<file path="src/rtl/core/ftp_pkg.sv">
package ftp_pkg;

  // default sizes of the queue
  localparam int QUEUE_DEPTH_DEF = 64;
  localparam int DATA_WIDTH_DEF  = 32;

  // fixed field widths at the ports
  localparam int CMD_W     = 2;
  localparam int VALUE_W   = 32;
  localparam int STATUS_W  = 2;
  localparam int REMOVED_W = 7;

  typedef enum logic [CMD_W-1:0] {
    CMD_PUT   = 2'd0,
    CMD_GET   = 2'd1,
    CMD_PURGE = 2'd2,
    CMD_NOP   = 2'd3
  } cmd_code_t;

  typedef enum logic [STATUS_W-1:0] {
    RES_OK        = 2'd0,
    RES_EMPTY_ERR = 2'd1,
    RES_FULL_ERR  = 2'd2
  } res_status_t;

  typedef enum logic [1:0] {
    S_IDLE,
    S_GET,
    S_PURGE
  } ctrl_state_t;

  // controller to datapath
  typedef struct packed {
    logic        do_put;
    logic        do_get;
    logic        do_purge_start;
    logic        imm_result;
    res_status_t res_status;
    logic        get_load;
    logic        purge_step;
    logic        purge_last;
  } ftp_cmd_t;

  // datapath to controller
  typedef struct packed {
    logic out_free;
    logic empty;
    logic full;
    logic scan_last;
  } ftp_stat_t;

endpackage

</file>
<file path="src/rtl/core/fifo_with_threshold_purge_unit.sv">
// bounded first-in first-out queue of signed words with a threshold purge.
// each input word carries a command and a value: put appends the value,
// get pops the oldest entry and returns it, purge deletes every entry
// strictly greater than the value (signed) and keeps the rest in order.
// exactly one result word comes back per input word, carrying a status
// (ok, get on empty, put on full), the popped value, the purge count and
// whether the queue is empty afterwards. put and any error or no-op
// command load the result at once, so puts stream back to back; get
// passes through a second state because the entry store is a ram with
// a registered read; purge walks the queue through the single ram read
// port, one entry per cycle, compacting survivors in place through the
// write port. no input word is taken while a get or purge is in flight,
// or while a finished result is held by a stall on the result side. the
// entry store has no reset; only the pointers, the count and the result
// valid flag are cleared.
module fifo_with_threshold_purge_unit #(
  parameter int QUEUE_DEPTH = ftp_pkg::QUEUE_DEPTH_DEF,
  parameter int DATA_WIDTH  = ftp_pkg::DATA_WIDTH_DEF
) (
  input  logic                                clk,
  input  logic                                rst_n,
  // input channel
  input  logic                                in_valid,
  output logic                                in_stall,
  input  logic [ftp_pkg::CMD_W-1:0]           in_command,
  input  logic signed [ftp_pkg::VALUE_W-1:0]  in_value,
  // result channel
  output logic                                out_valid,
  input  logic                                out_stall,
  output logic [ftp_pkg::STATUS_W-1:0]        out_status,
  output logic signed [ftp_pkg::VALUE_W-1:0]  out_read_value,
  output logic [ftp_pkg::REMOVED_W-1:0]       out_removed_count,
  output logic                                out_is_empty
);

  import ftp_pkg::*;

  // command and status between sequencer and datapath
  ftp_cmd_t  cmd;
  ftp_stat_t stat;

  // sequencer: decodes commands, runs the get and purge walks
  ftp_ctrl u_ctrl (
    .clk        (clk),
    .rst_n      (rst_n),
    .in_valid   (in_valid),
    .in_command (in_command),
    .in_stall   (in_stall),
    .stat       (stat),
    .cmd        (cmd)
  );

  // datapath: pointers, count, entry ram, purge compaction, result register
  ftp_dp #(
    .QUEUE_DEPTH (QUEUE_DEPTH),
    .DATA_WIDTH  (DATA_WIDTH)
  ) u_dp (
    .clk               (clk),
    .rst_n             (rst_n),
    .in_value          (in_value),
    .cmd               (cmd),
    .stat              (stat),
    .out_stall         (out_stall),
    .out_valid         (out_valid),
    .out_status        (out_status),
    .out_read_value    (out_read_value),
    .out_removed_count (out_removed_count),
    .out_is_empty      (out_is_empty)
  );

endmodule

</file>
<file path="src/rtl/core/ftp_ram.sv">
module ftp_ram #(
  parameter int WIDTH = 32,
  parameter int DEPTH = 64
) (
  input  logic                     clk,
  input  logic                     we,
  input  logic [$clog2(DEPTH)-1:0] waddr,
  input  logic [WIDTH-1:0]         wdata,
  input  logic [$clog2(DEPTH)-1:0] raddr,
  output logic [WIDTH-1:0]         rdata
);

  logic [WIDTH-1:0] mem_r [DEPTH];
  logic [WIDTH-1:0] rdata_r;

  always_ff @(posedge clk) begin
    if (we) begin
      mem_r[waddr] <= wdata;
    end
    rdata_r <= mem_r[raddr];
  end

  assign rdata = rdata_r;

endmodule

</file>
<file path="src/rtl/core/ftp_ctrl.sv">
module ftp_ctrl (
  input  logic                        clk,
  input  logic                        rst_n,
  input  logic                        in_valid,
  input  logic [ftp_pkg::CMD_W-1:0]   in_command,
  output logic                        in_stall,
  input  ftp_pkg::ftp_stat_t          stat,
  output ftp_pkg::ftp_cmd_t           cmd
);

  import ftp_pkg::*;

  ctrl_state_t state_r, state_nxt;
  logic        accept;

  assign in_stall = !((state_r == S_IDLE) && stat.out_free);
  assign accept   = in_valid && !in_stall;

  // next state
  always_comb begin
    state_nxt = state_r;
    case (state_r)
      S_IDLE: begin
        if (accept) begin
          case (cmd_code_t'(in_command))
            CMD_GET:   if (!stat.empty) state_nxt = S_GET;
            CMD_PURGE: if (!stat.empty) state_nxt = S_PURGE;
            default:   state_nxt = S_IDLE;
          endcase
        end
      end
      S_GET:   state_nxt = S_IDLE;
      S_PURGE: if (stat.scan_last) state_nxt = S_IDLE;
      default: state_nxt = S_IDLE;
    endcase
  end

  // outputs
  always_comb begin
    cmd = '0;
    cmd.res_status = RES_OK;
    case (state_r)
      S_IDLE: begin
        if (accept) begin
          case (cmd_code_t'(in_command))
            CMD_PUT: begin
              cmd.imm_result = 1'b1;
              if (stat.full) begin
                cmd.res_status = RES_FULL_ERR;
              end else begin
                cmd.do_put = 1'b1;
              end
            end
            CMD_GET: begin
              if (stat.empty) begin
                cmd.imm_result = 1'b1;
                cmd.res_status = RES_EMPTY_ERR;
              end else begin
                cmd.do_get = 1'b1;
              end
            end
            CMD_PURGE: begin
              if (stat.empty) begin
                cmd.imm_result = 1'b1;
              end else begin
                cmd.do_purge_start = 1'b1;
              end
            end
            default: cmd.imm_result = 1'b1;
          endcase
        end
      end
      S_GET: cmd.get_load = 1'b1;
      S_PURGE: begin
        cmd.purge_step = 1'b1;
        cmd.purge_last = stat.scan_last;
      end
      default: cmd = '0;
    endcase
  end

  always_ff @(posedge clk) begin
    if (!rst_n) begin
      state_r <= S_IDLE;
    end else begin
      state_r <= state_nxt;
    end
  end

endmodule

</file>
<file path="src/rtl/core/ftp_dp.sv">
module ftp_dp #(
  parameter int QUEUE_DEPTH = 64,
  parameter int DATA_WIDTH  = 32
) (
  input  logic                                clk,
  input  logic                                rst_n,
  input  logic signed [ftp_pkg::VALUE_W-1:0]  in_value,
  input  ftp_pkg::ftp_cmd_t                   cmd,
  output ftp_pkg::ftp_stat_t                  stat,
  input  logic                                out_stall,
  output logic                                out_valid,
  output logic [ftp_pkg::STATUS_W-1:0]        out_status,
  output logic signed [ftp_pkg::VALUE_W-1:0]  out_read_value,
  output logic [ftp_pkg::REMOVED_W-1:0]       out_removed_count,
  output logic                                out_is_empty
);

  import ftp_pkg::*;

  localparam int AW = $clog2(QUEUE_DEPTH);
  localparam int CW = $clog2(QUEUE_DEPTH + 1);
  localparam logic [AW-1:0] LAST_PTR = AW'(QUEUE_DEPTH - 1);
  localparam logic [CW-1:0] FULL_CNT = CW'(QUEUE_DEPTH);

  function automatic logic [AW-1:0] ptr_inc(input logic [AW-1:0] p);
    ptr_inc = (p == LAST_PTR) ? '0 : p + 1'b1;
  endfunction

  logic [AW-1:0] rp_r, rp_nxt, wp_r, wp_nxt;
  logic [CW-1:0] cnt_r, cnt_nxt;
  logic [AW-1:0] scan_r, scan_nxt, wscan_r, wscan_nxt;
  logic [CW-1:0] idx_r, idx_nxt, kept_r, kept_nxt, rem_r, rem_nxt;
  logic [DATA_WIDTH-1:0] thr_r, thr_nxt;

  logic                  ram_we;
  logic [AW-1:0]         ram_waddr, ram_raddr;
  logic [DATA_WIDTH-1:0] ram_wdata, rd_data, in_data;
  logic [VALUE_W-1:0]    rd_value;
  logic [REMOVED_W-1:0]  rem_out;
  logic                  keep;
  logic                  load_out;

  logic                  out_valid_r;
  res_status_t           out_status_r;
  logic [VALUE_W-1:0]    out_read_value_r;
  logic [REMOVED_W-1:0]  out_removed_r;
  logic                  out_is_empty_r;

  // bring words to storage width and back, two's complement
  generate
    if (DATA_WIDTH <= VALUE_W) begin : g_narrow
      assign in_data = in_value[DATA_WIDTH-1:0];
    end else begin : g_wide
      assign in_data = {{(DATA_WIDTH - VALUE_W){in_value[VALUE_W-1]}}, in_value};
    end
    if (DATA_WIDTH >= VALUE_W) begin : g_rd_trunc
      assign rd_value = rd_data[VALUE_W-1:0];
    end else begin : g_rd_ext
      assign rd_value = {{(VALUE_W - DATA_WIDTH){rd_data[DATA_WIDTH-1]}}, rd_data};
    end
    if (CW >= REMOVED_W) begin : g_rem_trunc
      assign rem_out = rem_nxt[REMOVED_W-1:0];
    end else begin : g_rem_ext
      assign rem_out = {{(REMOVED_W - CW){1'b0}}, rem_nxt};
    end
  endgenerate

  ftp_ram #(
    .WIDTH (DATA_WIDTH),
    .DEPTH (QUEUE_DEPTH)
  ) u_ram (
    .clk   (clk),
    .we    (ram_we),
    .waddr (ram_waddr),
    .wdata (ram_wdata),
    .raddr (ram_raddr),
    .rdata (rd_data)
  );

  // entries above the threshold are dropped
  assign keep = !($signed(rd_data) > $signed(thr_r));

  assign stat.out_free  = !out_valid_r || !out_stall;
  assign stat.empty     = (cnt_r == '0);
  assign stat.full      = (cnt_r == FULL_CNT);
  assign stat.scan_last = ((idx_r + 1'b1) == cnt_r);

  always_comb begin
    rp_nxt    = rp_r;
    wp_nxt    = wp_r;
    cnt_nxt   = cnt_r;
    thr_nxt   = thr_r;
    scan_nxt  = scan_r;
    wscan_nxt = wscan_r;
    idx_nxt   = idx_r;
    kept_nxt  = kept_r;
    rem_nxt   = rem_r;
    ram_we    = 1'b0;
    ram_waddr = wp_r;
    ram_wdata = in_data;
    ram_raddr = rp_r;
    if (cmd.do_put) begin
      ram_we  = 1'b1;
      wp_nxt  = ptr_inc(wp_r);
      cnt_nxt = cnt_r + 1'b1;
    end
    if (cmd.do_get) begin
      rp_nxt  = ptr_inc(rp_r);
      cnt_nxt = cnt_r - 1'b1;
    end
    if (cmd.do_purge_start) begin
      thr_nxt   = in_data;
      scan_nxt  = rp_r;
      wscan_nxt = rp_r;
      idx_nxt   = '0;
      kept_nxt  = '0;
      rem_nxt   = '0;
    end
    if (cmd.purge_step) begin
      // fetch the next entry while the current one is compacted
      scan_nxt  = ptr_inc(scan_r);
      ram_raddr = scan_nxt;
      idx_nxt   = idx_r + 1'b1;
      if (keep) begin
        ram_we    = 1'b1;
        ram_waddr = wscan_r;
        ram_wdata = rd_data;
        wscan_nxt = ptr_inc(wscan_r);
        kept_nxt  = kept_r + 1'b1;
      end else begin
        rem_nxt = rem_r + 1'b1;
      end
      if (cmd.purge_last) begin
        cnt_nxt = kept_nxt;
        wp_nxt  = wscan_nxt;
      end
    end
  end

  assign load_out = cmd.imm_result || cmd.get_load || cmd.purge_last;

  always_ff @(posedge clk) begin
    if (!rst_n) begin
      rp_r        <= '0;
      wp_r        <= '0;
      cnt_r       <= '0;
      out_valid_r <= 1'b0;
    end else begin
      rp_r  <= rp_nxt;
      wp_r  <= wp_nxt;
      cnt_r <= cnt_nxt;
      if (load_out) begin
        out_valid_r <= 1'b1;
      end else if (!out_stall) begin
        out_valid_r <= 1'b0;
      end
    end
  end

  always_ff @(posedge clk) begin
    thr_r   <= thr_nxt;
    scan_r  <= scan_nxt;
    wscan_r <= wscan_nxt;
    idx_r   <= idx_nxt;
    kept_r  <= kept_nxt;
    rem_r   <= rem_nxt;
    if (load_out) begin
      out_status_r     <= cmd.res_status;
      out_read_value_r <= cmd.get_load ? rd_value : '0;
      out_removed_r    <= cmd.purge_last ? rem_out : '0;
      out_is_empty_r   <= (cnt_nxt == '0);
    end
  end

  assign out_valid         = out_valid_r;
  assign out_status        = out_status_r;
  assign out_read_value    = out_read_value_r;
  assign out_removed_count = out_removed_r;
  assign out_is_empty      = out_is_empty_r;

endmodule
</file>
<file path="config.mk">
export PLATFORM = sky130hd
export DESIGN_NAME = fifo_with_threshold_purge_unit
export DESIGN_NICKNAME = d
export VERILOG_FILES = /design/src/rtl/core/ftp_pkg.sv /design/src/rtl/core/fifo_with_threshold_purge_unit.sv /design/src/rtl/core/ftp_ram.sv /design/src/rtl/core/ftp_ctrl.sv /design/src/rtl/core/ftp_dp.sv
export SDC_FILE = /design/constraint.sdc
export NUM_CORES = 2
export LEC_CHECK = 0
export BUFFER_PORTS_ARGS = -buffer_cell sky130_fd_sc_hd__buf_2
export CORE_MARGIN = 8
export CORE_UTILIZATION = 59
export CTS_BUF_LIST = sky130_fd_sc_hd__clkbuf_4
export CTS_CLUSTER_DIAMETER = 200
export DETAILED_ROUTE_END_ITERATION = 7
export PLACE_DENSITY_LB_ADDON = 0.08
export SLEW_MARGIN = 20
export SYNTH_ARGS = -nofsm -noshare
export SYNTH_HDL_FRONTEND = slang
export SYNTH_SLANG_ARGS = --single-unit
</file>
<file path="constraint.sdc">
create_clock -name clk -period 6.4 [get_ports clk]
set_input_delay 1.6 -clock clk [delete_from_list [all_inputs] [get_ports clk]]
set_output_delay 1.6 -clock clk [all_outputs]
set_load 0.02 [all_outputs]
</file>
==> results.txt <==
The number of I/O pins came out at approximately 80. Of all nets on the critical path, the largest fanout is 32. Headroom to the max-slew limit came out at between 10% and 20%. The per-instance average area after synthesis came out at ~13 sq um.

The worst setup path is of the reg -> reg kind. The number of resized instances in the post-cts repair step is 0. The first detailed-routing pass took 6 iterations.

Measured on the finished design, the core utilization comes to about two thirds. The max-slew violation count came to 0. Counting flops with a built-in enable in the synthesized netlist gives between 2,000 and 2,500. The final period utilization came out at 88.2%. The ratio of routed vias to standard cells came out at 6.42. The number of antenna violations at the first check in global routing is 12. The count of state elements after synthesis came out at about 2,200.

The die outline height came out at 406 um. At the worst endpoint, the required time is between 7 and 8 ns. Yosys attributes the largest share of cell area to sky130_fd_sc_hd__edfxtp_1 72%, sky130_fd_sc_hd__nand2_1 7.1%, sky130_fd_sc_hd__a311oi_1 3.8%. The count of yosys warnings during synthesis is 0. The placed wire-length estimate came out at between 100,000 and 150,000 um. The register area share after synthesis came out at approximately 73%. The setup violation total in the final timing report came out at 0. The via count is 61,000.

The total power came out at approximately 31,000 uW. After synthesis, the largest family of logic cells by area is simple AND/OR/NAND/NOR gates. The power density relative to cell area is around 310 nW/um^2.

The overall die area is roughly 160,000 sq um. The signal arrival time at the worst endpoint came out at 6.55 ns. The via count of the first global-routing pass is 58,900. The count of mapped cells out of synthesis is between 6,000 and 7,000. For this run, the leading register cell type out of synthesis is sky130_fd_sc_hd__edfxtp_1. The number of nets produced by synthesis came out at ~7,000. By instance count, the leading cell after synthesis is sky130_fd_sc_hd__edfxtp_1.

The maximum operating frequency came out at roughly 0.18 GHz. The worst setup path is captured at a flip-flop. The total overflow left after global routing is 0. The weighted congestion at the end of routability-driven global placement is around 0.89. The type of the most critical hold path is in -> reg. The number of buffers created by CTS came out at 585.

The floorplan core area is 151,000 sq um. Of the post-synthesis cell area, the dominant cell type holds between 70% and 80%. The setup fix buffers added after clock tree synthesis came out at 0.

Entering global routing, the biggest net connects between 150 and 200 pins. The post-layout net count came out at between 7,000 and 8,000. The number of violations reported at the end of detailed-routing iteration 0 came out at approximately 8,000. Clock latency on the worst-skew pair, taken at its later pin, is roughly 1.3 ns. After clock tree synthesis, the clock-pin slew on the worst setup and hold paths is about 0.07 ns. The chip width came out at 406 um. The deepest level of the CTS H-tree came out at 6. The number of DRC violations after detailed routing is 0. The area added between synthesis and finish came out at 11.8%. For this configuration, the core starts out at a cell density of approximately three fifths. The number of sinks on the clock net is between 2,000 and 2,500. After detailed routing, the average wire length per cell comes to about 28 um. In the synthesized netlist, mux cells make up 0.0783% of the area. Of the total synthesized cell area, the portion taken by XOR and XNOR cells is less than 1%.

Summed over all instances, the cell type with the most area after synthesis is sky130_fd_sc_hd__edfxtp_1. The share of final-layout standard cells stronger than drive strength 1 came out at around 18%. Setup repair after global routing left no endpoint under its margin. The adder-cell share of the synthesized area came out at 0.629%. By count the netlist is led by 2,135 x sky130_fd_sc_hd__edfxtp_1, 1,683 x sky130_fd_sc_hd__nand2_1, 535 x sky130_fd_sc_hd__nand3_1. The clock skew after layout is slightly below 0.1 ns. The time the final worst path needs with I/O delays and setup is about 5.6 ns. The count of input and output buffers is 81.

The hold buffer count at cts is 0. The cell at the root of the clock tree is sky130_fd_sc_hd__clkbuf_4. The static power due to leakage is around 0.034 uW. The final layout contains routed wiring with a total length of around 260,000 um. The number of buffers on the longest clock path is 4. The synthesized netlist contains 78 unique library cells. The global-route wire length before repair is 386,000 um. The total negative setup slack is 0 ns. The run finished with clean final reports.

The max-capacitance violation count is 0. The slew of the pin with the lowest slew margin came out at ~1.2 ns. The TritonCTS clock tree is done.

The area fraction in compound gates after synthesis is a little under a tenth. In this run the cell area of the synthesized design comes to 89,500 sq um. The overall global routing resource usage is a little under a third.

The smallest hold slack came out at 0.463 ns. The largest vdd supply drop is 0.215 mV. The antenna violation net count after detailed routing is 0. The critical path startpoint category is a flip-flop. The number of failing hold endpoints at the final stage is 0. In the synthesized netlist the async set-or-reset flop fraction comes to 0%. The post-synthesis simple-gate area fraction came out at a little over an eighth.

The number of placement rows came out at roughly 140.
==> state kept, by name (all words and copies together), names as in the netlist <==
name,count
u_dp.u_ram.rdata,32
u_dp.scan_r,6
u_dp.kept_r,7
u_dp.wscan_r,6
u_dp.out_status,2
u_ctrl.state_r,2
u_dp.u_ram.mem_r,2048
u_dp.rp_r,6
u_dp.wp_r,6
u_dp.out_removed_count,7
u_dp.thr_r,32
u_dp.cnt_r,7
u_dp.out_is_empty,1
u_dp.out_read_value,32
u_dp.rem_r,7
u_dp.out_valid,1
u_dp.idx_r,7
==> worst max-delay path, stage by stage, from the launching register on <==
cell and delay, ns:
sky130_fd_sc_hd__dfxtp_1 0.76, sky130_fd_sc_hd__ha_1 0.36, sky130_fd_sc_hd__nand4_1 0.17, sky130_fd_sc_hd__inv_1 0.07
sky130_fd_sc_hd__a221oi_2 0.32, sky130_fd_sc_hd__o2111ai_2 0.21, sky130_fd_sc_hd__o21ai_1 0.73, sky130_fd_sc_hd__nand3_4 0.30
sky130_fd_sc_hd__and2_1 0.30, sky130_fd_sc_hd__a21o_1 0.55, sky130_fd_sc_hd__nor4_2 0.78, sky130_fd_sc_hd__buf_4 0.65
==> where the power goes <==
group / internal, uW / switching [uW] / leakage [uW]
Sequential: 16200 / 289 / 0.0199
Combinational: 743 / 2240 / 0.0104
Clock: 6250 / 5490 / 0.00421
==> cell type report <==
class	instances	area (sq um)
Antenna cell	16	40.0
Clock buffer	853	6400
Clock inverter	107	543
Fill cell	11300	51300
Inverter	56	234
Multi-Input combinational cell	3943	22300
Sequential cell	2209	65600
Tap cell	2030	2540
Timing Repair Buffer	287	2410
==> cell families (layout without fill, tap and decap cells) <==
group	Yosys count	after routing
compound gates	1146	1146
xor+xnor	25	25
fa+ha+maj	45	45
buf+inv	581	1303
flops	2209	2209
mux	7	7
other cells	0	16
simple gates	2720	2720
==> metal layers <==
layer / share of wire [%] / wire length, um / vias to the layer above / track usage [%]
met5: 0.072 / 192 / - / 0
met2: 45 / 119000 / 3618 / 47.6
met3: 12 / 31200 / 499 / 8.77
met4: 4.1 / 11000 / 6 / 13.3
met1: 39 / 104000 / 30200 / 43.9
li1: - / - / 26700 / -
==> worst paths after layout <==
path	endpoint	cells past startpoint	slack, ns	start
worst max-delay path	u_dp.u_ram.mem_r[62][5]	11	0.75	u_dp.u_ram.rdata[9]
worst min-delay path	u_dp.thr_r[15]	1	0.46	in_value[15]
worst max register to register	u_dp.u_ram.mem_r[62][5]	11	0.75	u_dp.u_ram.rdata[9]
worst min register to register	u_dp.rem_r[6]	1	0.51	u_dp.rem_r[6]
==> cells in the final DEF (no fill, tap or decap), types with 81 or more instances in the layout <==
| cell | instances |
|---|---|
| sky130_fd_sc_hd__a211oi_1 | 353 |
| sky130_fd_sc_hd__a21oi_1 | 169 |
| sky130_fd_sc_hd__a311oi_1 | 385 |
| sky130_fd_sc_hd__a31oi_1 | 136 |
| sky130_fd_sc_hd__and3_1 | 269 |
| sky130_fd_sc_hd__buf_2 | 81 |
| sky130_fd_sc_hd__buf_4 | 171 |
| sky130_fd_sc_hd__clkbuf_4 | 853 |
| sky130_fd_sc_hd__edfxtp_1 | 2135 |
| sky130_fd_sc_hd__nand2_1 | 1650 |
| sky130_fd_sc_hd__nand3_1 | 535 |
==> through the flow <==
| stage | cell area [sq um] | worst slack (ns) | instances |
|---|---|---|---|
| 2_1_floorplan | 89600 | -0.265 | 6733 |
| 3_3_place_gp | 92900 | 0.980 | 8522 |
| 3_5_place_dp | 93000 | 0.899 | 8524 |
| 4_1_cts | 100000 | 0.849 | 9484 |
| 5_1_grt | 100000 | 0.549 | 9498 |
| 6_report | 100000 | 0.754 | 9501 |
(Power assumes the default switching activity.)
